--- config.mk ---
export PLATFORM = sky130hd
export DESIGN_NAME = sha_queue
export DESIGN_NICKNAME = d
export VERILOG_FILES = /design/src/hdl/sha_pkg.sv /design/src/hdl/sha_queue.sv
export SDC_FILE = /design/constraint.sdc
export NUM_CORES = 1
export LEC_CHECK = 0
export ABC_AREA = 1
export BUFFER_PORTS_ARGS = -buffer_cell sky130_fd_sc_hd__buf_2
export CAP_MARGIN = 20
export CORE_MARGIN = 2
export CORE_UTILIZATION = 45
export DETAILED_ROUTE_END_ITERATION = 10
export REMOVE_ABC_BUFFERS = 1
export SYNTH_ARGS = -nofsm -noshare
export SYNTH_HDL_FRONTEND = slang
export SYNTH_SLANG_ARGS = --single-unit
--- constraint.sdc ---
create_clock -name clk -period 52.3 [get_ports clk]
set_input_delay 10.46 -clock clk [delete_from_list [all_inputs] [get_ports clk]]
set_output_delay 10.46 -clock clk [all_outputs]
set_load 0.005 [all_outputs]
--- src/hdl/sha_pkg.sv ---
// Shared types, constants and functions for the streaming SHA-256 hasher.
// Depends on nothing; every other file imports it.
`default_nettype none
package sha_pkg;
	localparam int unsigned BlockBytes = 64;
	localparam int unsigned QueueDepthDef = 4;

	typedef struct packed {
		logic [7:0] data_byte;
		logic       byte_valid;
		logic       last_byte;
	} in_item_t;

	typedef struct packed {
		logic [31:0] digest_word;
		logic [2:0]  word_index;
		logic        last_word;
	} out_item_t;

	// Operation carried from the front part to the compression engine.
	typedef enum logic [1:0] {
		OP_BLOCK  = 2'd0,
		OP_DIGEST = 2'd1
	} blk_op_t;

	typedef struct packed {
		blk_op_t        op;
		logic [511:0]   block;
	} blk_cmd_t;

	typedef enum logic [2:0] {
		FS_ACCEPT = 3'd0,
		FS_PAD1   = 3'd1,
		FS_PAD2   = 3'd2
	} front_state_t;

	typedef enum logic [1:0] {
		BS_IDLE  = 2'd0,
		BS_ROUND = 2'd1,
		BS_ADD   = 2'd2,
		BS_EMIT  = 2'd3
	} back_state_t;

	localparam logic [255:0] HashInit = {
		32'h6a09e667, 32'hbb67ae85, 32'h3c6ef372, 32'ha54ff53a,
		32'h510e527f, 32'h9b05688c, 32'h1f83d9ab, 32'h5be0cd19
	};

	function automatic logic [31:0] round_k(input logic [5:0] t);
		logic [31:0] k;
		case (t)
			6'd0: k = 32'h428a2f98; 6'd1: k = 32'h71374491; 6'd2: k = 32'hb5c0fbcf;
			6'd3: k = 32'he9b5dba5; 6'd4: k = 32'h3956c25b; 6'd5: k = 32'h59f111f1;
			6'd6: k = 32'h923f82a4; 6'd7: k = 32'hab1c5ed5; 6'd8: k = 32'hd807aa98;
			6'd9: k = 32'h12835b01; 6'd10: k = 32'h243185be; 6'd11: k = 32'h550c7dc3;
			6'd12: k = 32'h72be5d74; 6'd13: k = 32'h80deb1fe; 6'd14: k = 32'h9bdc06a7;
			6'd15: k = 32'hc19bf174; 6'd16: k = 32'he49b69c1; 6'd17: k = 32'hefbe4786;
			6'd18: k = 32'h0fc19dc6; 6'd19: k = 32'h240ca1cc; 6'd20: k = 32'h2de92c6f;
			6'd21: k = 32'h4a7484aa; 6'd22: k = 32'h5cb0a9dc; 6'd23: k = 32'h76f988da;
			6'd24: k = 32'h983e5152; 6'd25: k = 32'ha831c66d; 6'd26: k = 32'hb00327c8;
			6'd27: k = 32'hbf597fc7; 6'd28: k = 32'hc6e00bf3; 6'd29: k = 32'hd5a79147;
			6'd30: k = 32'h06ca6351; 6'd31: k = 32'h14292967; 6'd32: k = 32'h27b70a85;
			6'd33: k = 32'h2e1b2138; 6'd34: k = 32'h4d2c6dfc; 6'd35: k = 32'h53380d13;
			6'd36: k = 32'h650a7354; 6'd37: k = 32'h766a0abb; 6'd38: k = 32'h81c2c92e;
			6'd39: k = 32'h92722c85; 6'd40: k = 32'ha2bfe8a1; 6'd41: k = 32'ha81a664b;
			6'd42: k = 32'hc24b8b70; 6'd43: k = 32'hc76c51a3; 6'd44: k = 32'hd192e819;
			6'd45: k = 32'hd6990624; 6'd46: k = 32'hf40e3585; 6'd47: k = 32'h106aa070;
			6'd48: k = 32'h19a4c116; 6'd49: k = 32'h1e376c08; 6'd50: k = 32'h2748774c;
			6'd51: k = 32'h34b0bcb5; 6'd52: k = 32'h391c0cb3; 6'd53: k = 32'h4ed8aa4a;
			6'd54: k = 32'h5b9cca4f; 6'd55: k = 32'h682e6ff3; 6'd56: k = 32'h748f82ee;
			6'd57: k = 32'h78a5636f; 6'd58: k = 32'h84c87814; 6'd59: k = 32'h8cc70208;
			6'd60: k = 32'h90befffa; 6'd61: k = 32'ha4506ceb; 6'd62: k = 32'hbef9a3f7;
			default: k = 32'hc67178f2;
		endcase
		return k;
	endfunction

	function automatic logic [31:0] rotr(input logic [31:0] x, input int unsigned n);
		return (x >> n) | (x << (32 - n));
	endfunction
endpackage
`default_nettype wire

--- src/hdl/sha_queue.sv ---
// Short queue of block commands between the front part and the engine.
// Depends on sha_pkg.
`default_nettype none
module sha_queue #(
	parameter int unsigned Depth = sha_pkg::QueueDepthDef
) (
	input  wire logic              clk,
	input  wire logic              arst_n,
	input  wire sha_pkg::blk_cmd_t wr_data,
	input  wire logic              wr_valid,
	output logic                   wr_ready,
	output sha_pkg::blk_cmd_t      rd_data,
	output logic                   rd_valid,
	input  wire logic              rd_ready
);
	import sha_pkg::*;

	localparam int unsigned Aw = (Depth > 1) ? $clog2(Depth) : 1;

	blk_cmd_t        mem_q [Depth];
	logic [Aw-1:0]   wp_q, rp_q;
	logic [Aw:0]     cnt_q;
	logic            wr_fire, rd_fire;

	assign wr_ready = cnt_q != (Aw+1)'(Depth);
	assign rd_valid = cnt_q != '0;
	assign rd_data  = mem_q[rp_q];
	assign wr_fire  = wr_valid && wr_ready;
	assign rd_fire  = rd_valid && rd_ready;

	always_ff @(posedge clk or negedge arst_n) begin
		if (!arst_n) begin
			wp_q  <= '0;
			rp_q  <= '0;
			cnt_q <= '0;
		end else begin
			if (wr_fire) wp_q <= (wp_q == Aw'(Depth - 1)) ? '0 : wp_q + 1'b1;
			if (rd_fire) rp_q <= (rp_q == Aw'(Depth - 1)) ? '0 : rp_q + 1'b1;
			cnt_q <= cnt_q + (Aw+1)'(wr_fire) - (Aw+1)'(rd_fire);
		end
	end

	always_ff @(posedge clk) begin
		if (wr_fire) mem_q[wp_q] <= wr_data;
	end
endmodule
`default_nettype wire

# Yosys cells after proc, flatten, opt, wreduce, memory -nomap -nowiden
# Memories as Yosys holds them, arrays and structs flattened.
# Index checks and enable logic that the tools add are counted.
[word_totals] inputBits=518 latchBits=0 memories=1 elab_cells=18 rom_bits=0 out_inout_bits=516 reg_bits=7 ramBits=2056
[mem_list] name="mem_q" words=4 word_bits=514 read_ports=1 rd_ports_with_merged_regs=0 wr=1 line="sha_queue.sv:20" source="blk_cmd_t mem_q [Depth];"
[op_classes] eq_ne=3 n_mul=0 n_bitwise=0 magnitude_cmp=0 reduce_logical=3 n_shift=0 div=0 mux=4 add_sub_neg=4
[op_table] op="2-bit by 1-bit adder with 2-bit output (second input constant)" count=2
[op_table] op="2-bit equality test (second input constant)" count=2
[op_table] op="2-bit 2-to-1 mux" count=2
[op_table] op="3-bit by 1-bit adder with 3-bit output" count=1
[op_table] op="3-bit != test (second input constant)" count=1
[op_table] op="3-bit nonzero test" count=1
[op_table] op="3-bit by 1-bit subtractor with 3-bit output" count=1
[op_table] op="1-bit logical AND" count=2
[op_table] op="1-bit 2-to-1 mux" count=2

# Logic depth before layout (Yosys ltp)
[logic_depth] ltp_word=4 depth_mapped=12

# Worst setup path after synthesis
# OpenSTA, ideal clock, no wires.
[synth_timing] path_type="input to register" start="in wr_valid" end="mem mem_q[0][0] in the netlist's numbering (enable)" stages=2 path_slack_ps=19033 n_path_buf=0 t_arrival_ps=31861 setup_ps=1406 cell_sequence="nand2_1 -> nor2_1"
[synth_via] elab_chain_cells=3
[synth_rtl] element="start: declaration" line="sha_queue.sv:10" source="input wire logic wr_valid,"
[synth_rtl] element="1-bit logical AND" line="sha_queue.sv:28" source="assign wr_fire = wr_valid && wr_ready;"
[synth_rtl] element="1-bit 2-to-1 mux" line="sha_queue.sv:44" source="if (wr_fire) mem_q[wp_q] <= wr_data;"
[synth_rtl] element="1-bit 2-to-1 mux (not written as such)" line="sha_queue.sv:44"
[synth_rtl] element="end: declaration" line="sha_queue.sv:20"
# Every way passes these cells.

==> metrics.md <==
| Metric | Value |
|---|---|
| R2R Path Start | `cnt_q[1]` |
| Layout cells sized above 1 | `19.2%` |
| Vias post-DR | `48,227` |
| Critical setup path kind | `reg -> out` |
| Crit start category | `flop` |
| DR vias/cell | `5.02` |
| Worst-Skew Late Latency | `0.85 ns` |
| Post-CTS Setup Repair Bufs | `0` |
| Slew @ Worst Pin | `1.21 ns` |
| Final instance area | `95,000 um2` |
| Synth Instances | `6,054` |
| Critical Path Max Stage Delay | `0.98 ns` |
| Hold crit path type | `reg -> reg` |
| Simple-Gate Fraction of Synth Area | `7.20%` |
| Maximum clock rate | `64.1 MHz` |
| Slowest library cell on the worst path | `dfrtp_4` |
| DR WL met2 | `95.9 mm` |
| Clk slew on worst S/H paths | `0.06 ns` |
| Pwr/cell area | `56.5 nW/um2` |
| Flop2flop setup slack | `47.29 ns` |
| Yosys Warn Count | `0` |
| Synth Area in Adders | `0.131%` |
| Crit. path cell count | `7` |
| RePlAce Congestion | `0.798` |
| Synth Area in Compound Gates | `9.41%` |
| RSZ-0062 raised after global routing | `false` |
| Worst path cell trace | `buf_4 > buf_4 > buf_12 > nand2_1 > o211ai_1 > nand2_1 > buf_2` |
| Initial antenna violation count | `128` |
| Pleak | `37.1 nW` |
| Distinct cells, synth | `14` |
| Area fraction of the dominant cell type after synthesis | `75.3%` |
| WL met3 | `13.4 mm` |
| DP HPWL | `119 mm` |
| Reg2Reg Depth | `8` |
| Cell Area, Synth | `82,000 um2` |
| First-pass GRT wire length | `285 mm` |
| # IOs | `1,034` |
| Seq/Total Area, Yosys | `75.5%` |
| Number of flops mapped to enable cells by yosys | `2,056` |
| Worst-path maximum fanout | `282` |
| Pre-antenna DRT Iters | `5` |
| Max-Cap Viols | `0` |
| Main combinational cell family by area after synthesis | `compound AO/OA/AOI/OAI gates` |
| Top cells by area, synth | `edfxtp_1 75%, o211ai_1 9.4%, nand2_1 7.1%, inv_1 4.8%, buf_6 1.8%` |
| Worst EP arrival | `5.14 ns` |
| NumNets Final | `7,536` |
| Final hold vios | `0` |
| Area after DPL | `88,300 um2` |
| Status | `complete, no violations` |
| CTS sink count | `2,063` |
| Met1 wire length | `74.9 mm` |
| H-tree levels | `4` |
| Highest Signal Layer | `met5` |
| Total die area | `186,000 um2` |
| Area leader, netlist | `edfxtp_1` |
| Top_reg_cell synth | `edfxtp_1` |
| Slew Viols, Final | `0` |
| Detailed Route WL | `194 mm` |
| Mux cell area share after synthesis | `0%` |
| CTS Hold Bufs | `0` |
| CP endpoint kind | `primary output` |
| Clk root buf | `clkbuf_16` |
| Clk buf depth | `3` |
| Die Y-Extent | `431 um` |
| Clock skew | `0.0212 ns` |
| Num rows | `156` |
| Total gr overflow | `0` |
| Buf/Inv on CP | `4` |
| Initial Utilization | `45.3%` |
| DRC viols | `0` |
| Reg2reg end | `mem_q[2][54]` |
| Most frequent cells after synthesis | `2,056 x edfxtp_1, 1,559 x nand2_1, 1,041 x inv_1, 1,028 x o211ai_1, 144 x buf_2` |
| Most common cell in the netlist | `edfxtp_1` |
| Post-cts resize count | `0` |
| Vias in the first global route | `45,061` |
| Clock period minus worst slack | `15.60 ns` |
| Synth async-reset ratio | `0.339%` |
| DR iter-0 viols | `3,252` |
| Synth Register Bits | `2,063` |
| CTS tree | `built` |
| TritonCTS Buffers | `207` |
| Core ar. | `181,000 um2` |
| Period utilization | `29.8%` |
| CP top delay family | `buffers and inverters` |
| Pin count of the biggest net entering global routing | `283` |
| Area growth from synthesis to layout | `15.9%` |
| Setup Viol. Count Final | `0` |
| XOR/XNOR share of the synthesized area | `0%` |
| Avg Inst Size Synth | `13.5 um2` |
| Antenna Violating Nets Remaining | `0` |
| Global Route Usage Sum | `20.4%` |
| Die X | `431 um` |
| Relative slew slack | `19.0%` |
| Setup crit start | `rp_q[0]` |
| Peak supply drop | `0.0617 mV` |
| Final TNS setup | `0 ns` |
| Worst Path Required | `41.84 ns` |
| Crit path capture | `rd_data[136]` |
| Per-cell routed wire length | `20.2 um` |
| Port bufs | `1,033` |
==> layout make-up <==
| class | count | area, um2 |
|---|---|---|
| Sequential cell | 2063 | 61900 |
| Timing Repair Buffer | 1089 | 5800 |
| Fill cell | 15050 | 85900 |
| Tap cell | 2370 | 2970 |
| Antenna cell | 56 | 140 |
| Clock inverter | 120 | 1120 |
| Clock buffer | 260 | 5400 |
| Inverter | 1042 | 3920 |
| Multi-Input combinational cell | 2607 | 13800 |
==> placed cells by master, fill, tap and decap left out <==
cell type / n
edfxtp_1: 2056
nand2_1: 1559
inv_1: 1041
buf_2: 1033
o211ai_1: 1028
clkbuf_16: 208
diode_2: 56
clkbuf_1: 52
clkinv_1: 47
buf_4: 41
clkinv_2: 39
bufinv_16: 15
buf_12: 12
ha_1: 7
inv_6: 6
nand3_1: 5
dfrtp_1: 5
nor2_4: 4
inv_16: 4
nor2_1: 3
clkinv_8: 3
clkinv_16: 3
buf_16: 3
inv_8: 2
dfrtp_4: 2
fa_1: 1
clkinvlp_4: 1
clkinv_4: 1
==> metrics by stage <==
stage	worst slack, ns	std cells	utilization, %	hold WS, ns	total power (W)
finish	36.70	9607	52.5	0.516	0.00537
global route	36.31	9587	52.5	0.528	0.00567
CTS	36.51	9548	52.4	0.527	0.00544
detailed placement	37.20	9168	48.8	0.513	0.00401
global placement	37.21	9168	48.8	0.492	0.00399
floorplan	9.12	5712	-	0.479	0.00431
==> registers in the layout, indices dropped and copies added (netlist names) <==
signal and count:
rp_q 2, wp_q 2, mem_q 2056, cnt_q 3
==> report_power, final <==
| group | switching, W | internal, W | leakage [nW] | total, W |
|---|---|---|---|---|
| logic | 0.00116 | 0.000538 | 15.0 | 0.00170 |
| registers | 0.0000773 | 0.00217 | 18.9 | 0.00225 |
| clock network | 0.000615 | 0.000807 | 3.19 | 0.00142 |
| total | 0.00185 | 0.00352 | 37.1 | 0.00537 |
==> worst min path at each step <==
stage	start	end	slack, ns	cells past startpoint
5_1_grt	cnt_q[0]	cnt_q[0]	0.53	1
2_1_floorplan	cnt_q[0]	cnt_q[0]	0.48	1
6_report	cnt_q[0]	cnt_q[0]	0.52	1
3_3_place_gp	cnt_q[0]	cnt_q[0]	0.49	1
3_5_place_dp	cnt_q[0]	cnt_q[0]	0.51	1
4_1_cts	cnt_q[0]	cnt_q[0]	0.53	1
==> per-layer routing <==
layer / GRT usage (%) / vias up
li1: - / 23178
met3: 5.94 / 492
met5: 0 / -
met4: 9.70 / 58
met2: 34.0 / 1279
met1: 24.3 / 23220
==> cells by family (layout without fill, tap and decap cells) <==
family	after synthesis	in the layout
AOI/OAI and AO/OA	1028	1028
adders and majority gates	8	8
buffers and inverters	1384	2511
DFF	2063	2063
other	0	56
and+or+nand+nor	1571	1571
==> worst register-to-register path: cells and delay by family (launching register included) <==
| kind | cells | cell delay [ns] |
|---|---|---|
| buffers and inverters | 4 | 3.41 |
| flip-flops | 1 | 0.41 |
| AND/OR/NAND/NOR | 4 | 0.77 |
No activity file was read; power rests on OpenSTA's default activity.
