## config.mk

```make
export PLATFORM = sky130hd
export DESIGN_NAME = sha_front
export DESIGN_NICKNAME = d
export VERILOG_FILES = /design/src/hdl/sha_pkg.sv /design/src/hdl/sha_front.sv
export SDC_FILE = /design/constraint.sdc
export NUM_CORES = 1
export LEC_CHECK = 0
export ABC_AREA = 1
export BUFFER_PORTS_ARGS = -buffer_cell sky130_fd_sc_hd__buf_2
export CORE_MARGIN = 8
export CORE_UTILIZATION = 45
export CTS_CLUSTER_SIZE = 25
export DETAILED_ROUTE_END_ITERATION = 10
export GPL_TIMING_DRIVEN = 1
export PLACE_DENSITY_LB_ADDON = 0.08
export SYNTH_ARGS = -nofsm -noshare
export SYNTH_HDL_FRONTEND = slang
export SYNTH_SLANG_ARGS = --single-unit
```

## constraint.sdc

```tcl
create_clock -name clk -period 3.35 [get_ports clk]
set_input_delay 0.67 -clock clk [delete_from_list [all_inputs] [get_ports clk]]
set_output_delay 0.67 -clock clk [all_outputs]
set_load 0.02 [all_outputs]
```

## src/hdl/sha_pkg.sv

```systemverilog
// Shared types, constants and functions for the streaming SHA-256 hasher.
// Depends on nothing; every other file imports it.
`default_nettype none
package sha_pkg;
	localparam int unsigned BlockBytes = 64;
	localparam int unsigned QueueDepthDef = 4;

	typedef struct packed {
		logic [7:0] data_byte;
		logic       byte_valid;
		logic       last_byte;
	} in_item_t;

	typedef struct packed {
		logic [31:0] digest_word;
		logic [2:0]  word_index;
		logic        last_word;
	} out_item_t;

	// Operation carried from the front part to the compression engine.
	typedef enum logic [1:0] {
		OP_BLOCK  = 2'd0,
		OP_DIGEST = 2'd1
	} blk_op_t;

	typedef struct packed {
		blk_op_t        op;
		logic [511:0]   block;
	} blk_cmd_t;

	typedef enum logic [2:0] {
		FS_ACCEPT = 3'd0,
		FS_PAD1   = 3'd1,
		FS_PAD2   = 3'd2
	} front_state_t;

	typedef enum logic [1:0] {
		BS_IDLE  = 2'd0,
		BS_ROUND = 2'd1,
		BS_ADD   = 2'd2,
		BS_EMIT  = 2'd3
	} back_state_t;

	localparam logic [255:0] HashInit = {
		32'h6a09e667, 32'hbb67ae85, 32'h3c6ef372, 32'ha54ff53a,
		32'h510e527f, 32'h9b05688c, 32'h1f83d9ab, 32'h5be0cd19
	};

	function automatic logic [31:0] round_k(input logic [5:0] t);
		logic [31:0] k;
		case (t)
			6'd0: k = 32'h428a2f98; 6'd1: k = 32'h71374491; 6'd2: k = 32'hb5c0fbcf;
			6'd3: k = 32'he9b5dba5; 6'd4: k = 32'h3956c25b; 6'd5: k = 32'h59f111f1;
			6'd6: k = 32'h923f82a4; 6'd7: k = 32'hab1c5ed5; 6'd8: k = 32'hd807aa98;
			6'd9: k = 32'h12835b01; 6'd10: k = 32'h243185be; 6'd11: k = 32'h550c7dc3;
			6'd12: k = 32'h72be5d74; 6'd13: k = 32'h80deb1fe; 6'd14: k = 32'h9bdc06a7;
			6'd15: k = 32'hc19bf174; 6'd16: k = 32'he49b69c1; 6'd17: k = 32'hefbe4786;
			6'd18: k = 32'h0fc19dc6; 6'd19: k = 32'h240ca1cc; 6'd20: k = 32'h2de92c6f;
			6'd21: k = 32'h4a7484aa; 6'd22: k = 32'h5cb0a9dc; 6'd23: k = 32'h76f988da;
			6'd24: k = 32'h983e5152; 6'd25: k = 32'ha831c66d; 6'd26: k = 32'hb00327c8;
			6'd27: k = 32'hbf597fc7; 6'd28: k = 32'hc6e00bf3; 6'd29: k = 32'hd5a79147;
			6'd30: k = 32'h06ca6351; 6'd31: k = 32'h14292967; 6'd32: k = 32'h27b70a85;
			6'd33: k = 32'h2e1b2138; 6'd34: k = 32'h4d2c6dfc; 6'd35: k = 32'h53380d13;
			6'd36: k = 32'h650a7354; 6'd37: k = 32'h766a0abb; 6'd38: k = 32'h81c2c92e;
			6'd39: k = 32'h92722c85; 6'd40: k = 32'ha2bfe8a1; 6'd41: k = 32'ha81a664b;
			6'd42: k = 32'hc24b8b70; 6'd43: k = 32'hc76c51a3; 6'd44: k = 32'hd192e819;
			6'd45: k = 32'hd6990624; 6'd46: k = 32'hf40e3585; 6'd47: k = 32'h106aa070;
			6'd48: k = 32'h19a4c116; 6'd49: k = 32'h1e376c08; 6'd50: k = 32'h2748774c;
			6'd51: k = 32'h34b0bcb5; 6'd52: k = 32'h391c0cb3; 6'd53: k = 32'h4ed8aa4a;
			6'd54: k = 32'h5b9cca4f; 6'd55: k = 32'h682e6ff3; 6'd56: k = 32'h748f82ee;
			6'd57: k = 32'h78a5636f; 6'd58: k = 32'h84c87814; 6'd59: k = 32'h8cc70208;
			6'd60: k = 32'h90befffa; 6'd61: k = 32'ha4506ceb; 6'd62: k = 32'hbef9a3f7;
			default: k = 32'hc67178f2;
		endcase
		return k;
	endfunction

	function automatic logic [31:0] rotr(input logic [31:0] x, input int unsigned n);
		return (x >> n) | (x << (32 - n));
	endfunction
endpackage
`default_nettype wire

```

## src/hdl/sha_front.sv

```systemverilog
// Front part: gathers bytes into 64-byte blocks, counts the message length and
// builds the padding blocks. Depends on sha_pkg.
`default_nettype none
module sha_front (
	input  wire logic             clk,
	input  wire logic             arst_n,
	input  wire sha_pkg::in_item_t in_data,
	input  wire logic             in_valid,
	output logic                  in_ready,
	output sha_pkg::blk_cmd_t     cmd,
	output logic                  cmd_valid,
	input  wire logic             cmd_ready
);
	import sha_pkg::*;

	logic [511:0] blk_q;       // byte 0 of the block in the top eight bits
	logic [5:0]   fill_q;
	logic [63:0]  bits_q;
	logic         pad_q;       // 0x80 already placed in the first padding block
	logic         full_q;      // a full block waits in blk_q for the queue
	front_state_t state_q, state_d;
	logic [511:0] pad_blk;
	logic         in_fire, full_now;
	logic [6:0]   fill_next;

	assign in_fire = in_valid && in_ready;

	// Padding block built from the held bytes.
	always_comb begin
		pad_blk = blk_q;
		for (int i = 0; i < BlockBytes; i++) begin
			if (6'(i) == fill_q && !pad_q) pad_blk[511 - 8*i -: 8] = 8'h80;
			else if (6'(i) > fill_q || (pad_q && 6'(i) >= fill_q))
				pad_blk[511 - 8*i -: 8] = 8'h00;
		end
		if (state_q == FS_PAD2) pad_blk[63:0] = bits_q;
	end

	always_comb begin
		state_d   = state_q;
		in_ready  = 1'b0;
		cmd_valid = 1'b0;
		cmd.op    = OP_BLOCK;
		cmd.block = blk_q;
		full_now  = 1'b0;
		fill_next = {1'b0, fill_q};
		case (state_q)
			FS_ACCEPT: begin
				// A full block is held back until the queue takes it.
				in_ready = 1'b1;
			end
			FS_PAD1: begin
				// When the last byte filled the block, that block goes out unpadded.
				cmd_valid = 1'b1;
				cmd.block = (fill_q == 6'd0) ? blk_q : pad_blk;
				if (cmd_ready) state_d = FS_PAD2;
			end
			FS_PAD2: begin
				cmd_valid = 1'b1;
				cmd.op    = OP_DIGEST;
				cmd.block = pad_blk;
				if (cmd_ready) state_d = FS_ACCEPT;
			end
			default: state_d = FS_ACCEPT;
		endcase
		if (state_q == FS_ACCEPT && fill_q == 6'd0 && full_q) begin
			in_ready  = 1'b0;
			cmd_valid = 1'b1;
		end
		if (in_fire) begin
			if (in_data.byte_valid) begin
				fill_next = {1'b0, fill_q} + 7'd1;
				full_now  = fill_next[6];
			end
			if (in_data.last_byte) begin
				// Second block needed when fewer than nine bytes remain.
				state_d = (fill_next[6] || fill_next[5:0] > 6'd55) ? FS_PAD1 : FS_PAD2;
			end
		end
	end

	always_ff @(posedge clk or negedge arst_n) begin
		if (!arst_n) begin
			state_q <= FS_ACCEPT;
			fill_q  <= '0;
			bits_q  <= '0;
			pad_q   <= 1'b0;
			full_q  <= 1'b0;
		end else begin
			state_q <= state_d;
			if (state_q == FS_ACCEPT && full_q && cmd_ready) full_q <= 1'b0;
			if (in_fire) begin
				fill_q <= fill_next[5:0];
				if (in_data.byte_valid) bits_q <= bits_q + 64'd8;
				if (full_now && !in_data.last_byte) full_q <= 1'b1;
				if (full_now && in_data.last_byte) pad_q <= 1'b0;
			end
			if (state_q == FS_PAD1 && cmd_ready) begin
				pad_q  <= fill_q != 6'd0;
				fill_q <= '0;
			end
			if (state_q == FS_PAD2 && cmd_ready) begin
				pad_q  <= 1'b0;
				fill_q <= '0;
				bits_q <= '0;
			end
		end
	end

	always_ff @(posedge clk) begin
		if (in_fire && in_data.byte_valid)
			blk_q[8*(63 - int'(fill_q)) +: 8] <= in_data.data_byte;
	end
endmodule
`default_nettype wire

```

=== After elaboration in Yosys (flattened, before gate mapping) ===
Cells that the tools add are included.

* Register bits: 587

* $add $sub $neg: 4
* Order comparisons: 129
* Equal/unequal tests: 65
* Shift-type cells: 2
* Muxes and demuxes: 160
* Reduce and logical (&&, ||, !) cells: 215

{| class="wikitable"
|+ Operator list
! operator !! count
|-
| two-way mux 8 bit || 128
|-
| case mux 512 bit (2 select lines) || 1
|-
| bitwise mux 512 bit || 1
|-
| two-way mux 512 bit || 1
|-
| variable shift 8 x 33 -> 512 bit (first input constant) || 1
|-
| indexed part select 8 x 33 -> 512 bit || 1
|-
| two-way mux 64 bit || 4
|-
| equality test 6 bit (first input constant) || 32
|-
| greater-or-equal comparator 6 bit (first input constant) || 32
|-
| greater-than comparator 6 bit (first input constant) || 32
|-
| logical AND 1 bit || 138
|-
| equality test 5 x 6 -> 1 bit (first input constant) || 16
|-
| greater-or-equal comparator 5 x 6 -> 1 bit (first input constant) || 16
|-
| greater-than comparator 5 x 6 -> 1 bit (first input constant) || 16
|-
| logical OR 1 bit || 65
|-
| adder 64 x 4 -> 64 bit (second input constant) || 1
|-
| equality test 4 x 6 -> 1 bit (first input constant) || 8
|-
| greater-or-equal comparator 4 x 6 -> 1 bit (first input constant) || 8
|-
| greater-than comparator 4 x 6 -> 1 bit (first input constant) || 8
|-
| negator 10 -> 33 bit || 1
|-
| equality test 3 x 6 -> 1 bit (first input constant) || 4
|-
| greater-or-equal comparator 3 x 6 -> 1 bit (first input constant) || 4
|-
| greater-than comparator 3 x 6 -> 1 bit (first input constant) || 4
|-
| two-way mux 6 bit || 3
|-
| 24 further kinds || 50
|}

=== Longest topological paths before layout ===
* Depth in word-level cells: 11
* Mapped depth: 15

=== Worst setup path before layout ===
Ideal clock, no wire load.

* Kind: reg-to-output
* Start point: reg fill_q[0]
* End point: out cmd[447] in the netlist's numbering
* Data arrival time: 2.611 ns
* Required time: 2.680 ns
* Setup slack: 0.069 ns
* Cell stages (with the launch flop): 14
* Path buffers: 3
* Cells stage by stage: dfrtp_1 inv_2 buf_1 ha_1 buf_2 inv_2 nor2_8 nand2_4 nand2_4 nand2_4 inv_6 buf_6 nor2_2 o21ai_0

{| class="wikitable"
|+ RTL lines
! element !! RTL line !! RTL
|-
| from (decl) || sha_front.sv:17 || <nowiki>logic [5:0] fill_q;</nowiki>
|-
| from (signal assigned) || sha_front.sv:93 || <nowiki>fill_q <= fill_next[5:0];</nowiki>
|-
| to (decl) || sha_front.sv:10 || <nowiki>output sha_pkg::blk_cmd_t cmd,</nowiki>
|}

==> metrics.yaml <==
clock_network:
  clk_latency_ns: 0.63
  clkTransAtPathRegs_ns: 0.07
  ctsRootBufferMaster: "clkbuf_16"
  cts_tree: "yes"
  cts_num_sinks: 584
  cts_buffers: 69
  h-tree-depth: 3
  clockBufferDepth: 3
  cts_hold_buf: 0
grt:
  gr-usage-met2: 0.555
  gr-max-usage-layer: "met2"
  grt_max_degree: 73
  first_global_vias: 28399
  grtUsageMet1: 0.455
  grt-ovfl-total: 0
  antenna_found_initial: 5
  grt_first_pass_wirelength_mm: 197
  grt_use_total: 0.349
  grtUsageMet3: 0.0723
worst_setup_path:
  cp_common_cell: "nand2_8"
  crit_arrival_ns: 2.70
  path_cells: "inv_2 > ha_4 > inv_6 > nor2_8 > nand2_8 > nand2_8 > buf_12 > nand2_4 > nand3_2 > o31ai_2 > buf_2"
  crit_buf_inv: 4
  path_class: "reg2out"
  rr_startpoint: "fill_q[2]"
  crit_family: "simple AND/OR/NAND/NOR gates"
  cp_slowest_cell: "dfrtp_1"
  critPathMaxFanout: 6
  critPathMaxStageDelay_ns: 0.37
  cp.required_ns: 2.68
  worst_setup_path_start_kind: "flip-flop"
  startpoint: "fill_q[1]"
  critPathCaptureType: "output port"
timing:
  hold_viol_final: 0
  rsz0062_at_grt: "true"
  setup_tns_ns: -0.190
  tightest_slew_ns: 0.932
  report.final.slew_viol_count: 0
  whs_ns: 0.105
  fin_crit_ns: 3.37
  fin_ws_ns: -0.0227
  skew_ns: 0.0252
  max_freq_mhz: 296
  relSlewSlack: 0.376
  period_share: 1.01
  setup_violations: 14
yosys:
  synth_edf_count: 512
  synth-seq-cells: 584
  ys_top_cells_by_area: "edfxtp_1, nor2_1, inv_1"
  yosys_warnings: 0
  ys.flop_type: "edfxtp_1"
  synth.avg_cell_area_um2: 8.04
  yosysSeqAreaShare: 0.557
  synthArstFlopShare: 0.123
  yosys-top-cells-count: "nor2_1, inv_1, nand2_1"
  yosysUniqueCellTypes: 46
  synth_most_common_cell: "nor2_1"
  yosys.area.top_type_share: 0.498
  synth_top_cell_by_area: "edfxtp_1"
  synth_area_um2: 30900
  synthCells: 3838
outcome:
  status: "finished with violations"
  violations: "negative setup slack"
die:
  core_um2: 68200
  start_util: 0.452
  core.rowCount: 96
  die-height_um: 278
  pin_count: 530
  die_area_um2: 77200
  die_w_um: 278
placement:
  place_inst: 5348
  io_buffers: 528
  place.gp.congestion: 1.02
  hpwl_mm: 109
  place_ws_ns: -0.131
drt:
  viasPerCell: 5.35
  drt.antenna.violating_nets: 0
  drt-initial-drc-count: 3662
  drc: 0
  wirelength_mm: 139
  post_drt_wl_per_cell_um: 25.3
  first_pass_iters: 6
  dr_total_vias: 29512
min_path:
  hp-class: "in2async"
power_and_ir_drop:
  p_per_area_nw_per_um2: 596
  ir_drop_mv: 0.567
  p_leak_uw: 0.0178
final_layout:
  fin_cells: 5517
  drive_gt1_frac: 0.248
  fill_cells: 6501
  areaGrowthSynthToFinish_pct: 28.7
  fin_nets: 4598
run:
  max_cap_viol_count: 0
[placed cells by master (no fill, tap or decap), types with 21 or more instances in the layout]
cell and n:
o21ai_1 36, nand2_1 548, nand3_1 133, buf_4 284, nand4_1 63, inv_1 707, clkbuf_16 71, nand2_2 27
nor3_1 26, o21ai_0 99, buf_12 21, edfxtp_1 512, o22ai_1 27, nor2_4 42, inv_2 34, dfrtp_1 70
nor2_2 61, buf_2 456, nor2_1 1195
[power by group]
part / switching (uW) / total, uW / leakage [uW] / internal (uW)
combinational: 5750 / 7560 / 0.0113 / 1820
clock: 3260 / 7840 / 0.00114 / 4580
sequential: 173 / 8260 / 0.00531 / 8090
[final timing paths]
kind                       cells after the start  slack [ns]          to
setup / recovery                              11       -0.02     cmd[87]
hold / removal                                 2        0.11   fill_q[3]
setup reg to reg                              13        0.13  blk_q[257]
hold reg to reg                                2        0.54      full_q
max in group asynchronous                      2        2.73  bits_q[30]
min in group clk                               2        0.32      full_q
[per-stage QoR]
stage,power [uW],cell area (um2),util
after floorplan,12100,30900,-
after global placement,15200,35800,0.524
after detailed placement,15200,35800,0.524
after CTS,23300,39100,0.573
after global routing,24200,39700,0.582
final,23700,39700,0.582
[sequential cells by signal, indices dropped and copies added (netlist names)]
signal,count
fill_q,6
full_q,1
blk_q,512
bits_q,61
pad_q,1
state_q,3
[final cells by class]
cell class / instances / area (um2) / share of cell area
sequential: 584 / 17200 / 0.433
multi-input combinational: 2375 / 10900 / 0.275
timing repair buffer: 791 / 5240 / 0.132
inverter: 755 / 2890 / 0.0727
clock buffer: 82 / 1800 / 0.0452
tap: 882 / 1100 / 0.0278
clock inverter: 42 / 520 / 0.0131
timing repair inverter: 3 / 48.8 / 0.00123
antenna: 3 / 7.51 / 0.000189
[routing by layer]
layer  vias to the layer above  share of wire
li1                      13382              -
met1                     14119           0.39
met2                      1715           0.46
met3                       294           0.10
met4                         2          0.055
met5                         -       0.000093
[cells by family after synthesis]
group / Yosys count / share of synthesized area
buffers and inverters: 881 / 0.114
adders and majority gates: 5 / 0.00203
AOI/OAI and AO/OA: 244 / 0.0464
other: 1 / 0.000122
DFF: 584 / 0.557
xor gates and xnor gates: 3 / 0.000852
and+or+nand+nor: 2120 / 0.280
[repair_timing]
action	4_1_cts	5_1_grt
resized for setup	205	161
gates cloned	5	1
setup endpoints to repair	492	328
setup buffers	29	9
pin swaps	12	17
Note: power is estimated with default switching activity, not from simulation.
