**src/hdl/sha_pkg.sv**
```systemverilog
// Shared types, constants and functions for the streaming SHA-256 hasher.
// Depends on nothing; every other file imports it.
`default_nettype none
package sha_pkg;
	localparam int unsigned BlockBytes = 64;
	localparam int unsigned QueueDepthDef = 4;

	typedef struct packed {
		logic [7:0] data_byte;
		logic       byte_valid;
		logic       last_byte;
	} in_item_t;

	typedef struct packed {
		logic [31:0] digest_word;
		logic [2:0]  word_index;
		logic        last_word;
	} out_item_t;

	// Operation carried from the front part to the compression engine.
	typedef enum logic [1:0] {
		OP_BLOCK  = 2'd0,
		OP_DIGEST = 2'd1
	} blk_op_t;

	typedef struct packed {
		blk_op_t        op;
		logic [511:0]   block;
	} blk_cmd_t;

	typedef enum logic [2:0] {
		FS_ACCEPT = 3'd0,
		FS_PAD1   = 3'd1,
		FS_PAD2   = 3'd2
	} front_state_t;

	typedef enum logic [1:0] {
		BS_IDLE  = 2'd0,
		BS_ROUND = 2'd1,
		BS_ADD   = 2'd2,
		BS_EMIT  = 2'd3
	} back_state_t;

	localparam logic [255:0] HashInit = {
		32'h6a09e667, 32'hbb67ae85, 32'h3c6ef372, 32'ha54ff53a,
		32'h510e527f, 32'h9b05688c, 32'h1f83d9ab, 32'h5be0cd19
	};

	function automatic logic [31:0] round_k(input logic [5:0] t);
		logic [31:0] k;
		case (t)
			6'd0: k = 32'h428a2f98; 6'd1: k = 32'h71374491; 6'd2: k = 32'hb5c0fbcf;
			6'd3: k = 32'he9b5dba5; 6'd4: k = 32'h3956c25b; 6'd5: k = 32'h59f111f1;
			6'd6: k = 32'h923f82a4; 6'd7: k = 32'hab1c5ed5; 6'd8: k = 32'hd807aa98;
			6'd9: k = 32'h12835b01; 6'd10: k = 32'h243185be; 6'd11: k = 32'h550c7dc3;
			6'd12: k = 32'h72be5d74; 6'd13: k = 32'h80deb1fe; 6'd14: k = 32'h9bdc06a7;
			6'd15: k = 32'hc19bf174; 6'd16: k = 32'he49b69c1; 6'd17: k = 32'hefbe4786;
			6'd18: k = 32'h0fc19dc6; 6'd19: k = 32'h240ca1cc; 6'd20: k = 32'h2de92c6f;
			6'd21: k = 32'h4a7484aa; 6'd22: k = 32'h5cb0a9dc; 6'd23: k = 32'h76f988da;
			6'd24: k = 32'h983e5152; 6'd25: k = 32'ha831c66d; 6'd26: k = 32'hb00327c8;
			6'd27: k = 32'hbf597fc7; 6'd28: k = 32'hc6e00bf3; 6'd29: k = 32'hd5a79147;
			6'd30: k = 32'h06ca6351; 6'd31: k = 32'h14292967; 6'd32: k = 32'h27b70a85;
			6'd33: k = 32'h2e1b2138; 6'd34: k = 32'h4d2c6dfc; 6'd35: k = 32'h53380d13;
			6'd36: k = 32'h650a7354; 6'd37: k = 32'h766a0abb; 6'd38: k = 32'h81c2c92e;
			6'd39: k = 32'h92722c85; 6'd40: k = 32'ha2bfe8a1; 6'd41: k = 32'ha81a664b;
			6'd42: k = 32'hc24b8b70; 6'd43: k = 32'hc76c51a3; 6'd44: k = 32'hd192e819;
			6'd45: k = 32'hd6990624; 6'd46: k = 32'hf40e3585; 6'd47: k = 32'h106aa070;
			6'd48: k = 32'h19a4c116; 6'd49: k = 32'h1e376c08; 6'd50: k = 32'h2748774c;
			6'd51: k = 32'h34b0bcb5; 6'd52: k = 32'h391c0cb3; 6'd53: k = 32'h4ed8aa4a;
			6'd54: k = 32'h5b9cca4f; 6'd55: k = 32'h682e6ff3; 6'd56: k = 32'h748f82ee;
			6'd57: k = 32'h78a5636f; 6'd58: k = 32'h84c87814; 6'd59: k = 32'h8cc70208;
			6'd60: k = 32'h90befffa; 6'd61: k = 32'ha4506ceb; 6'd62: k = 32'hbef9a3f7;
			default: k = 32'hc67178f2;
		endcase
		return k;
	endfunction

	function automatic logic [31:0] rotr(input logic [31:0] x, input int unsigned n);
		return (x >> n) | (x << (32 - n));
	endfunction
endpackage
`default_nettype wire

```
**src/hdl/sha_engine.sv**
```systemverilog
// Back part: one SHA-256 round per cycle over a rolling 16-word schedule, then
// digest output through a registered result stage. Depends on sha_pkg.
`default_nettype none
module sha_engine (
	input  wire logic              clk,
	input  wire logic              arst_n,
	input  wire sha_pkg::blk_cmd_t cmd,
	input  wire logic              cmd_valid,
	output logic                   cmd_ready,
	output sha_pkg::out_item_t     out_data,
	output logic                   out_valid,
	input  wire logic              out_ready
);
	import sha_pkg::*;

	back_state_t  state_q, state_d;
	logic [31:0]  h_q [8];
	logic [31:0]  v_q [8];
	logic [31:0]  w_q [16];
	logic [5:0]   t_q;
	logic [2:0]   idx_q;
	logic         dig_q;
	logic [31:0]  w_new, s0, s1, t1, t2, a, e;

	assign a = v_q[0];
	assign e = v_q[4];
	assign s0 = rotr(w_q[1], 7) ^ rotr(w_q[1], 18) ^ (w_q[1] >> 3);
	assign s1 = rotr(w_q[14], 17) ^ rotr(w_q[14], 19) ^ (w_q[14] >> 10);
	assign w_new = s1 + w_q[9] + s0 + w_q[0];
	assign t1 = v_q[7] + (rotr(e, 6) ^ rotr(e, 11) ^ rotr(e, 25))
		+ ((e & v_q[5]) ^ (~e & v_q[6])) + round_k(t_q) + w_q[0];
	assign t2 = (rotr(a, 2) ^ rotr(a, 13) ^ rotr(a, 22))
		+ ((a & v_q[1]) ^ (a & v_q[2]) ^ (v_q[1] & v_q[2]));

	always_comb begin
		state_d   = state_q;
		cmd_ready = 1'b0;
		case (state_q)
			BS_IDLE: begin
				cmd_ready = 1'b1;
				if (cmd_valid) state_d = BS_ROUND;
			end
			BS_ROUND: if (t_q == 6'd63) state_d = BS_ADD;
			BS_ADD:   state_d = dig_q ? BS_EMIT : BS_IDLE;
			BS_EMIT:  if (out_ready && idx_q == 3'd7) state_d = BS_IDLE;
			default:  state_d = BS_IDLE;
		endcase
	end

	assign out_valid            = state_q == BS_EMIT;
	assign out_data.digest_word = h_q[idx_q];
	assign out_data.word_index  = idx_q;
	assign out_data.last_word   = idx_q == 3'd7;

	always_ff @(posedge clk or negedge arst_n) begin
		if (!arst_n) begin
			state_q <= BS_IDLE;
			t_q     <= '0;
			idx_q   <= '0;
			dig_q   <= 1'b0;
			for (int i = 0; i < 8; i++) h_q[i] <= HashInit[255 - 32*i -: 32];
		end else begin
			state_q <= state_d;
			case (state_q)
				BS_IDLE: begin
					t_q <= '0;
					if (cmd_valid) dig_q <= cmd.op == OP_DIGEST;
				end
				BS_ROUND: t_q <= t_q + 6'd1;
				BS_ADD: begin
					for (int i = 0; i < 8; i++) h_q[i] <= h_q[i] + v_q[i];
					idx_q <= '0;
				end
				BS_EMIT: if (out_ready) begin
					idx_q <= idx_q + 3'd1;
					if (idx_q == 3'd7)
						for (int i = 0; i < 8; i++) h_q[i] <= HashInit[255 - 32*i -: 32];
				end
				default: ;
			endcase
		end
	end

	// Working variables and the schedule window; w_q[0] is this round's word.
	always_ff @(posedge clk) begin
		if (state_q == BS_IDLE && cmd_valid) begin
			for (int i = 0; i < 8; i++) v_q[i] <= h_q[i];
			for (int i = 0; i < 16; i++) w_q[i] <= cmd.block[511 - 32*i -: 32];
		end else if (state_q == BS_ROUND) begin
			for (int i = 0; i < 15; i++) w_q[i] <= w_q[i+1];
			w_q[15] <= w_new;
			v_q[7] <= v_q[6];
			v_q[6] <= v_q[5];
			v_q[5] <= v_q[4];
			v_q[4] <= v_q[3] + t1;
			v_q[3] <= v_q[2];
			v_q[2] <= v_q[1];
			v_q[1] <= v_q[0];
			v_q[0] <= t1 + t2;
		end
	end
endmodule
`default_nettype wire

```
**config.mk**
```make
export PLATFORM = sky130hd
export DESIGN_NAME = sha_engine
export DESIGN_NICKNAME = d
export VERILOG_FILES = /design/src/hdl/sha_pkg.sv /design/src/hdl/sha_engine.sv
export SDC_FILE = /design/constraint.sdc
export NUM_CORES = 2
export LEC_CHECK = 0
export BUFFER_PORTS_ARGS = -buffer_cell sky130_fd_sc_hd__clkbuf_2
export CAP_MARGIN = 10
export CORE_ASPECT_RATIO = 0.6
export CORE_MARGIN = 2
export CORE_UTILIZATION = 50
export DETAILED_ROUTE_END_ITERATION = 8
export MAX_ROUTING_LAYER = met4
export PLACE_DENSITY_LB_ADDON = 0.2
export SYNTH_ARGS = -nofsm -noshare
export SYNTH_HDL_FRONTEND = slang
export SYNTH_SLANG_ARGS = --single-unit
export TNS_END_PERCENT = 5
```
**constraint.sdc**
```tcl
create_clock -name clk -period 19.85 [get_ports clk]
set_input_delay 3.97 -clock clk [delete_from_list [all_inputs] [get_ports clk]]
set_output_delay 3.97 -clock clk [all_outputs]
set_load 0.05 [all_outputs]
```
# Word level (Yosys, flattened, before mapping)
# Memory sizes are Yosys's and may differ from the RTL's.
# Index checks and enable logic that the tools add are counted.
# word_totals
wordCells	152
memories	3
register_bits	268
output_inout_bits	38
ram_bits	768
rom_bits	2048
# op_classes
magnitude_cmp	1
addsub	20
n_bitwise	52
reduce_logical	9
eq_ne	11
n_mux	44
# memory_table
name	depth	width	read_ports	rd_clocked_by_memory_dff	wr	line	text
(no name shown)	64	32	1	0	0	sha_pkg.sv:51	case (t)
w_q	16	32	16	0	16	sha_engine.sv:19	logic [31:0] w_q [16];
v_q	8	32	8	0	8	sha_engine.sv:18	logic [31:0] v_q [8];
# ops
op	count
32-bit 2-to-1 mux	26
32-bit adder	18
256-bit 2-to-1 mux	2
256-bit one-hot mux with 2 select lines	1
32-bit bitwise XOR	9
32-bit AND	5
32-bit binary-select mux with 3-bit select	1
32-bit inverter	1
10-bit by 32-bit bitwise OR with 32-bit output	1
13-bit by 32-bit bitwise OR with 32-bit output	1
14-bit by 32-bit bitwise OR with 32-bit output	1
15-bit by 32-bit bitwise OR with 32-bit output	1
19-bit by 32-bit bitwise OR with 32-bit output	1
21-bit by 32-bit bitwise OR with 32-bit output	1
25-bit by 32-bit bitwise OR with 32-bit output	1
26-bit by 32-bit bitwise OR with 32-bit output	1
30-bit by 32-bit bitwise OR with 32-bit output	1
7-bit by 32-bit bitwise OR with 32-bit output	1
32-bit by 22-bit bitwise XOR with 32-bit output	1
32-bit by 29-bit bitwise XOR with 32-bit output	1
1-bit bitwise OR	24
6-bit one-hot mux with 2 select lines	1
2-bit 2-to-1 mux	4
2-bit one-hot mux with 4 select lines	1
18 further kinds	32

# Longest topological paths before layout
# depth
ltp_word	9
ltp_mapped	41

# Worst setup path after synthesis
# OpenSTA, ideal clock, no wires.
# synth_timing
path_kind	in2reg
start	in cmd_valid
end	mem v_q[0][0] (enable)
required_time_ps	14535
t_arrival_ps	17044
stages	4
setup_slack_ps	-2509
cell_sequence	nand2_1 -> clkbuf_1 -> clkbuf_1 -> nand2_1
# synth_lines
element	line	text
start: declaration	sha_engine.sv:8	input wire logic cmd_valid,
end: declaration	sha_engine.sv:18	

==> results.md <==
* Highest attainable clock frequency at 0.0899 GHz
* Kind of path behind the tightest hold check: register to register
* DIE AREA at 146000 um^2
* Post-synthesis sequential area ratio at 41.8%
* Count of different cell masters after synthesis at 98
* Starting utilization of the core area at 50.4%
* Cell types with the largest area share after synthesis: sky130_fd_sc_hd__edfxtp_1, sky130_fd_sc_hd__nand2_1, sky130_fd_sc_hd__ha_1
* Count of mapped cells out of synthesis at 7845
* Actual slew at the worst max-slew pin at 1.32 ns
* CTS tree: built
* Remaining antenna violation count at 0
* GPL Wtd Cong at 1.08
* Result of the run: complete, no violations
* Die H at 297 um
* CTS Buffer Depth at 3
* Buffer count from post-CTS setup fixing at 0
* Maximum number of pins on one net before global-route repair at 209
* Count of flip-flops with a built-in enable after synthesis at 768
* Kind of launch point of the worst setup path: register
* Maximum level of the CTS H-tree at 3
* Number of standard-cell rows in the floorplan at 107
* Accumulated negative setup slack at 0 ns
* Total half-perimeter wirelength after legalization and detailed placement at 237 mm
* Warnings from Yosys at 0
* Most numerous cell in the Yosys netlist: sky130_fd_sc_hd__nand2_1
* Average wire length per cell after detail routing at 29.6 um
* Setup repair after global routing missed its margin: false
* Max-cap check violation count at 0
* Routed length on met3 at 51.9 mm
* Number of failing hold endpoints at the final stage at 0
* Share of final-layout standard cells stronger than drive strength 1 at 13.5%
* Slowest-stage cell, CP: sky130_fd_sc_hd__o311ai_0
* Final worst clock skew at 0.0729 ns
* Routed metal-1 wirelength at 139 mm
* Netlist Area Pre-Place at 71500 um^2
* Chip Width at 492 um
* Worst-path maximum fanout at 61
* Wirelength, routed at 303 mm
* First-pass DRT Iterations at 6
* Syn nets at 8953
* Type of the setup path with the least slack: register to register
* Number of port buffers at 555
* Proportion of register bits with asynchronous set or reset after synthesis at 25.9%
* Vias in the first global route at 56.4k
* DRC Markers at 0
* Clk sink count at 1036
* Number of max-slew violations in the final report at 0
* Slew headroom at 11.0%
* Area Growth Syn to Fin at 11.5%
* Total of endpoints with negative setup slack in the final report at 0
* Core Region at 142000 um^2
* Via total after detailed routing at 62.9k
* Mean post-synth cell area at 9.12 um^2
* Clock root cell: sky130_fd_sc_hd__clkbuf_16
* Worst stage delay on the critical path at 1.05 ns
* Period utilization at 56.0%
* Clock buffer count from CTS at 103
* Library cell occupying the most area in the post-synthesis netlist: sky130_fd_sc_hd__edfxtp_1
* First-pass GRT wire length at 421 mm
* Antenna violations before repair at 30
* WL met2 at 108 mm
* Number of synthesized register bits at 1036
* Hold-fix buffers at CTS at 0
* Vias per cell at 6.14
* Final core utilization at 56.2%
* Overflow left after global routing at 0
* Final critical delay including setup and external delays at 11.12 ns
* Worst EP required at 20.31 ns
* DR iter-0 viols at 9961
* Critical path data arrival time at 11.58 ns
* Commonest cells post-synth: sky130_fd_sc_hd__nand2_1, sky130_fd_sc_hd__edfxtp_1, sky130_fd_sc_hd__a21oi_1, sky130_fd_sc_hd__o21ai_0, sky130_fd_sc_hd__ha_1
* Clock slew at reported path FFs at 0.07 ns
* Critical Path Most Common Cell: sky130_fd_sc_hd__inv_1
* Count of instances resized after the clock tree is built at 0
* Endpoint type of the worst setup path: register
* Highest routed layer: met4
* Final nets at 9338
* Proportion of netlist area held by the largest area contributor at 32.2%
* Skew-Pair Late Insertion Delay at 0.78 ns
* Top-level I/O count at 556
* Post-synth top flop: sky130_fd_sc_hd__edfxtp_1
* GRT Total Usage at 41.5%
sequential cells by signal (all words and copies together) (netlist names):
signal / flops
state_q: 2
v_q: 256
dig_q: 1
t_q: 6
h_q: 256
w_q: 512
idx_q: 3
metal layers:
layer	vias to the layer above	global-route usage (%)
met3	269	18.8
met2	3894	46.6
li1	27600	-
met1	31100	65.9
met4	0	6.44
met5	-	-
cell usage in the layout, fill, tap and decap left out, drive strengths merged, types with 27 or more instances in the layout:
cell type / synthesis / final
fa: 195 / 195
a211oi: 40 / 40
o21a: 63 / 63
o211ai: 27 / 27
nor2: 329 / 329
xnor2: 363 / 363
edfxtp: 768 / 768
xor2: 212 / 212
o21bai: 59 / 59
ha: 395 / 395
nand2: 2527 / 2527
dfrtp: 132 / 132
a31oi: 55 / 55
buf: 34 / 112
dfstp: 136 / 136
o31ai: 37 / 37
nand2b: 61 / 61
a21o: 207 / 207
clkbuf: 352 / 699
o21ai: 432 / 432
clkinv: 3 / 33
mux4: 73 / 73
a21oi: 464 / 464
nor3: 77 / 77
nand3: 66 / 66
inv: 336 / 339
nor2b: 46 / 46
cell families (layout without fill, tap and decap cells):
logic type               count (synthesis)  count (layout)  share of synthesized area (%)
other                                    0              19                              0
buffers and inverters                  725            1195                           3.81
multiplexers                           116             116                           2.94
AND/OR/NAND/NOR                       3234            3234                           18.2
XOR/XNOR                               576             576                           7.08
flip-flops                            1036            1036                           41.8
AO/OA/AOI/OAI                         1565            1565                           13.8
adder cells (fa/ha/maj)                593             593                           12.4
through the flow:
| step | worst slack [ns] | cell area, um^2 | hold WS [ns] | std cells |
|---|---|---|---|---|
| 6_report | 8.73 | 79700 | 0.475 | 10200 |
| 5_1_grt | 8.46 | 79700 | 0.495 | 10200 |
| 4_1_cts | 9.19 | 79700 | 0.476 | 10200 |
| 3_5_place_dp | 9.23 | 76300 | 0.467 | 10000 |
| 3_3_place_gp | 9.19 | 76300 | 0.460 | 10000 |
| 2_1_floorplan | 5.36 | 71500 | 0.450 | 7845 |
final timing paths:
path                            cells past startpoint                start              endpoint  slack [ns]
worst max-delay path                               36   t_q[2]$_DFFE_PN0P_  v_q[0][31]$_DFFE_PP_        8.73
worst max register to register                     36   t_q[2]$_DFFE_PN0P_  v_q[0][31]$_DFFE_PP_        8.73
min in group asynchronous                           1               arst_n  h_q[160]$_DFFE_PN0P_        3.18
max in group asynchronous                           4               arst_n  h_q[116]$_DFFE_PN0P_       13.87
worst min register to register                      2  h_q[96]$_DFFE_PN1P_   h_q[96]$_DFFE_PN1P_        0.47
worst min-delay path                                2  h_q[96]$_DFFE_PN1P_   h_q[96]$_DFFE_PN1P_        0.47
final cells by class:
| type | count | area (um^2) |
|---|---|---|
| flip-flops and latches | 1036 | 30000 |
| well taps | 1907 | 2390 |
| clock inverters | 45 | 543 |
| repair buffers | 666 | 3680 |
| clock buffers | 145 | 2910 |
| inverters | 339 | 1270 |
| fillers | 12800 | 62200 |
| multi-input cells | 6084 | 39000 |
| diodes | 19 | 47.5 |
worst max-delay path: cells and delay by family, from the launching register on:
kind            cells  cell delay, ns
compound gates     12            4.35
xor+xnor            3            0.59
fa+ha+maj           6            2.65
buf+inv             7            1.40
flops               1            0.34
simple gates        8            1.49
Power is left out: the tool's default activity adds up to more than one toggle a clock period on the data nets, which glitch-free logic cannot reach.
